<file path="config.mk">
export PLATFORM = sky130hd
export DESIGN_NAME = stptc_div_chain
export DESIGN_NICKNAME = d
export VERILOG_FILES = /design/src/stptc_pkg.sv /design/src/stptc_div_cell.sv /design/src/stptc_div_chain.sv
export SDC_FILE = /design/constraint.sdc
export NUM_CORES = 2
export LEC_CHECK = 0
export ABC_AREA = 1
export BUFFER_PORTS_ARGS = -buffer_cell sky130_fd_sc_hd__buf_2
export CAP_MARGIN = 15
export CORE_ASPECT_RATIO = 0.9
export CORE_MARGIN = 2
export CORE_UTILIZATION = 63
export DETAILED_ROUTE_END_ITERATION = 7
export PLACE_DENSITY = 0.89
export SYNTH_ARGS = -nofsm -noshare
export SYNTH_HDL_FRONTEND = slang
export SYNTH_SLANG_ARGS = --single-unit
</file>
<file path="constraint.sdc">
create_clock -name clk -period 2.3 [get_ports clk]
set_input_delay 0.115 -clock clk [delete_from_list [all_inputs] [get_ports clk]]
set_output_delay 0.115 -clock clk [all_outputs]
set_load 0.005 [all_outputs]
</file>
<file path="src/stptc_pkg.sv">
// Shared types and constants for the two-point temperature conversion.
// No dependencies.
package stptc_pkg;

  localparam int ADC_BITS   = 12;
  localparam int CAL_W      = 16;
  localparam int DEN_W      = 16;
  localparam int PROD_W     = ADC_BITS + CAL_W;
  localparam int DIV_W      = (PROD_W > 28) ? PROD_W : 28;
  localparam int OFF_W      = 20;
  localparam int MAG_W      = OFF_W - 1;
  localparam int DECI_W     = 12;
  localparam int LATENCY    = 2 * DIV_W + 4;

  localparam logic [CAL_W-1:0]  BLANK_WORD  = 16'hFFFF;
  localparam logic [CAL_W-1:0]  FULL_SCALE  = CAL_W'((1 << ADC_BITS) - 1);
  localparam logic [DIV_W-1:0]  CORR_LIMIT  = DIV_W'(3 * ((1 << ADC_BITS) - 1));
  localparam logic [DIV_W-1:0]  DECI_SPAN   = DIV_W'(1000);
  localparam logic [DECI_W-1:0] DECI_AT_LOW = DECI_W'(300);
  localparam logic [DIV_W-1:0]  Q_MAX_POS   = DIV_W'(1200);
  localparam logic [DIV_W-1:0]  Q_MAX_NEG   = DIV_W'(800);

  typedef enum logic [1:0] {
    REG_CAL_LOW  = 2'd0,
    REG_CAL_HIGH = 2'd1,
    REG_VREF_CAL = 2'd2
  } cfg_reg_t;

  typedef struct packed {
    logic [15:0] sensor_raw;
    logic [15:0] ref_raw;
  } in_req_t;

  typedef struct packed {
    logic               reading_valid;
    logic signed [11:0] deci_celsius;
  } out_res_t;

  typedef struct packed {
    logic vld;
    logic ok;
    logic neg;
  } div_side_t;

  typedef struct packed {
    div_side_t        side;
    logic [DEN_W-1:0] rem;
    logic [DIV_W-1:0] num;
    logic [DEN_W-1:0] den;
  } div_word_t;

endpackage

</file>
<file path="src/stptc_div_cell.sv">
// One restoring-division cell: retires one quotient bit per request.
// Depends on stptc_pkg.
module stptc_div_cell import stptc_pkg::*; (
  input  logic      clk,
  input  logic      rst_n,
  input  div_word_t din,
  output div_word_t dout
);

  div_word_t        word_r;
  div_word_t        word_nxt;
  logic [DEN_W:0]   trial;
  logic [DEN_W:0]   diff;
  logic             ge;

  always_comb begin
    trial    = {din.rem, din.num[DIV_W-1]};
    diff     = trial - {1'b0, din.den};
    ge       = trial >= {1'b0, din.den};
    word_nxt = din;
    word_nxt.rem = ge ? diff[DEN_W-1:0] : trial[DEN_W-1:0];
    word_nxt.num = {din.num[DIV_W-2:0], ge};
  end

  always_ff @(posedge clk) begin
    if (!rst_n) begin
      word_r.side.vld <= 1'b0;
    end else begin
      word_r.side.vld <= word_nxt.side.vld;
    end
    word_r.side.ok  <= word_nxt.side.ok;
    word_r.side.neg <= word_nxt.side.neg;
    word_r.rem      <= word_nxt.rem;
    word_r.num      <= word_nxt.num;
    word_r.den      <= word_nxt.den;
  end

  assign dout = word_r;

endmodule

</file>
<file path="src/stptc_div_chain.sv">
// Row of division cells, one per quotient bit; quotient leaves in num.
// Depends on stptc_pkg and stptc_div_cell.
module stptc_div_chain import stptc_pkg::*; (
  input  logic      clk,
  input  logic      rst_n,
  input  div_word_t din,
  output div_word_t dout
);

  div_word_t link [DIV_W+1];

  assign link[0] = din;

  for (genvar i = 0; i < DIV_W; i++) begin : g_cell
    stptc_div_cell u_cell (
      .clk  (clk),
      .rst_n(rst_n),
      .din  (link[i]),
      .dout (link[i+1])
    );
  end

  assign dout = link[DIV_W];

endmodule

</file>
==> impl_results.md <==
* Yosys top cell area share at 0.4787
* Longest Clk Path Bufs at 3
* Setup violations, final at 0
* Synth Instances at 9,675
* Nets at 10,630
* Register area share after synthesis at 0.4787
* First-pass GRT wire length at 294,000 um
* Top_reg_cell synth: dfxtp_1
* Final period utilization at 0.9607
* Highest clock rate at 452.6 MHz
* Initial antenna violation count at 1
* Hold violation total from the final report at 0
* Post-synth EDFFs at 0
* Synth Area per Inst at 7.625 um^2
* Num rows at 119
* Min cycle time layout at 2.210 ns
* Top post-synthesis cells by count: nand2_1, inv_1, dfxtp_1
* Largest area contributor in the synthesized netlist: dfxtp_1
* Hold WC Path Type: primary input to flip-flop
* H-tree depth at 4
* Pwr/cell area at 1521 nW/um^2
* Largest cells by area after synthesis: dfxtp_1, nand2_1, inv_1, ha_1, nand3_1
* Synth Register Bits at 1,764
* Filler cell count at 9,025
* Post-Syn Area at 73,770 um^2
* Crit path capture type: flip-flop
* Share of cells above drive strength 1 at 0.07188
* Clock sink count at 1,764
* Die outline area at 119,900 um^2
* DRC viols at 0
* Via/cell ratio at 5.119
* Async set-or-reset flop fraction in the synthesized netlist at 0
* Area Growth Syn to Fin at 13.02%
* Final core utilization at 0.7152
* Netlist cell types at 42
* Worst IR Drop VDD at 1058 uV
* IO Port Bufs at 127
* Initial Util at 0.6328
* Drt first pass iters at 7
* Critical path class: flip-flop to flip-flop
* GPL Wtd Cong at 0.9752
* WL/cell at 15.67 um
* Diode count at 0
* Worst EP arrival at 2.92 ns
* Clock Pin Slew Worst Setup and Hold Paths at 0.07 ns
* Leakage power at 46.46 nW
* Final slew viol count at 0
* CTS tree: yes
* Max reg flops at 1,764
* Crit-path max FO at 17
* IO Count at 128
* Crit path required time at 3.01 ns
* Pin count of the biggest net entering global routing at 29
* Post-Route WL at 184,900 um
* Via count at 60,400
* Setup Skew at 0.02866 ns
* Placed wire-length estimate at 136,600 um
* Outcome: completed
* Chip Width at 364.7 um
* CTS Buf Count at 165
* Synthesized net count at 10,220
* Final worst slack at 0.09038 ns
* Vias in the first global route at 57,520
* Max cap viols at 0
* Core area at 116,600 um^2
* ANT nets after route at 0
* GRT overflow at 0
* Most numerous cell in the Yosys netlist: nand2_1
* DRT iter0 DRCs at 5,669
* Clk_lat worst skew at 0.81 ns
* CP Launch Type: flip-flop
* TNS Setup at 0 ns
* Slew HR at 0.6965
* Worst-margin pin slew at 0.4535 ns
* Total GRT Usage at 0.3045
* Clock root cell: clkbuf_16
* Die height at 328.6 um
* Synth warn at 0
* Pre-CTS setup slack at 0.03734 ns
-- routing by layer --
| metal | vias to the layer above | share of wire | GRT usage |
|---|---|---|---|
| li1 | 30240 | - | - |
| met1 | 27280 | 0.44 | 0.4168 |
| met2 | 2410 | 0.45 | 0.4868 |
| met3 | 470 | 0.075 | 0.04667 |
| met4 | 0 | 0.034 | 0.1137 |
| met5 | - | 0 | 0 |
-- metrics by stage --
stage	area [um^2]	hold WS, ns	power, mW	instances
floorplan	73770	0.1427	82.55	9675
global placement	76080	0.2174	94.95	11340
detailed placement	76080	0.2186	96.22	11340
CTS	83060	0.1023	125.5	11770
global route	83380	0.1624	135.8	11800
finish	83380	0.1608	126.8	11800
-- final cells by class --
| cell class | count | area [um^2] | share of cell area |
|---|---|---|---|
| flip-flops and latches | 1764 | 35320 | 0.4236 |
| multi-input cells | 5984 | 30870 | 0.3702 |
| inverters | 1821 | 6839 | 0.08203 |
| clock buffers | 220 | 4637 | 0.05561 |
| repair buffers | 350 | 2628 | 0.03151 |
| well taps | 1573 | 1968 | 0.02361 |
| clock inverters | 86 | 1124 | 0.01348 |
-- kinds of logic (layout without fill, tap and decap cells) --
| logic type | Yosys count | after routing | share of synthesized area |
|---|---|---|---|
| AND/OR/NAND/NOR | 5045 | 5046 | 0.2916 |
| buffers and inverters | 1928 | 2477 | 0.1040 |
| flip-flops | 1764 | 1764 | 0.4787 |
| adder cells (fa/ha/maj) | 476 | 476 | 0.08358 |
| AO/OA/AOI/OAI | 284 | 284 | 0.02095 |
| XOR/XNOR | 178 | 178 | 0.02113 |
-- worst max-delay path, cell delays in order (launching register included) --
cell and delay (ns):
dfxtp_1 0.41, inv_1 0.07, ha_1 0.36, nand2_1 0.17, nor2_2 0.15, nand3_1 0.13, nand3_2 0.16, nand3_4 0.19
nand2_8 0.21, nand2_1 0.08, nand2_1 0.15
-- where the power goes --
part / switching [mW] / internal [mW] / total [mW]
Sequential: 5.01 / 39.3 / 44.3
Clock: 12.4 / 16.0 / 28.4
Combinational: 35.3 / 18.8 / 54.1
-- path summary, 6_finish.rpt --
kind	end	slack, ns	startpoint	cells past startpoint
setup / recovery	g_cell[19].u_cell.dout[48]$_DFF_P_	0.09	g_cell[18].u_cell.dout[6]$_DFF_P_	10
setup reg to reg	g_cell[19].u_cell.dout[48]$_DFF_P_	0.09	g_cell[18].u_cell.dout[6]$_DFF_P_	10
hold / removal	g_cell[0].u_cell.dout[51]$_DFF_P_	0.16	din[50]	4
hold reg to reg	g_cell[5].u_cell.dout[27]$_DFF_P_	0.31	g_cell[4].u_cell.dout[26]$_DFF_P_	0
-- cells in the final DEF, fill, tap and decap left out, types with 11 or more instances in the layout --
cell           instances
clkbuf_1              26
nand2_2               60
nand2_4               27
dfxtp_1             1763
xor2_1               119
and3_1                16
clkbuf_16            166
clkinv_4              12
dlygate4sd3_1        122
clkbuf_8              28
buf_2                127
a21oi_1              233
nand3b_1              52
and2_1                26
nor2_2                18
inv_1               1809
buf_4                100
nor2_4                29
or2_2                 25
ha_1                 446
nand2_1             3424
nor2_1               419
nand4_1              117
clkinv_2              20
nor3_1                68
inv_6                 11
nand3_2               22
o21a_1                25
bufinv_16             13
inv_2                 11
nand3_1              720
clkinvlp_4            16
fa_1                  28
xnor2_1               59
-- repair_timing --
item,in CTS,in global routing
gates resized for setup,0,18
hold buffers,122,0
endpoints found under the setup margin,0,118
buffers inserted,0,28
endpoints found under the hold margin,90,0
Power figures use the tool's default switching activity.
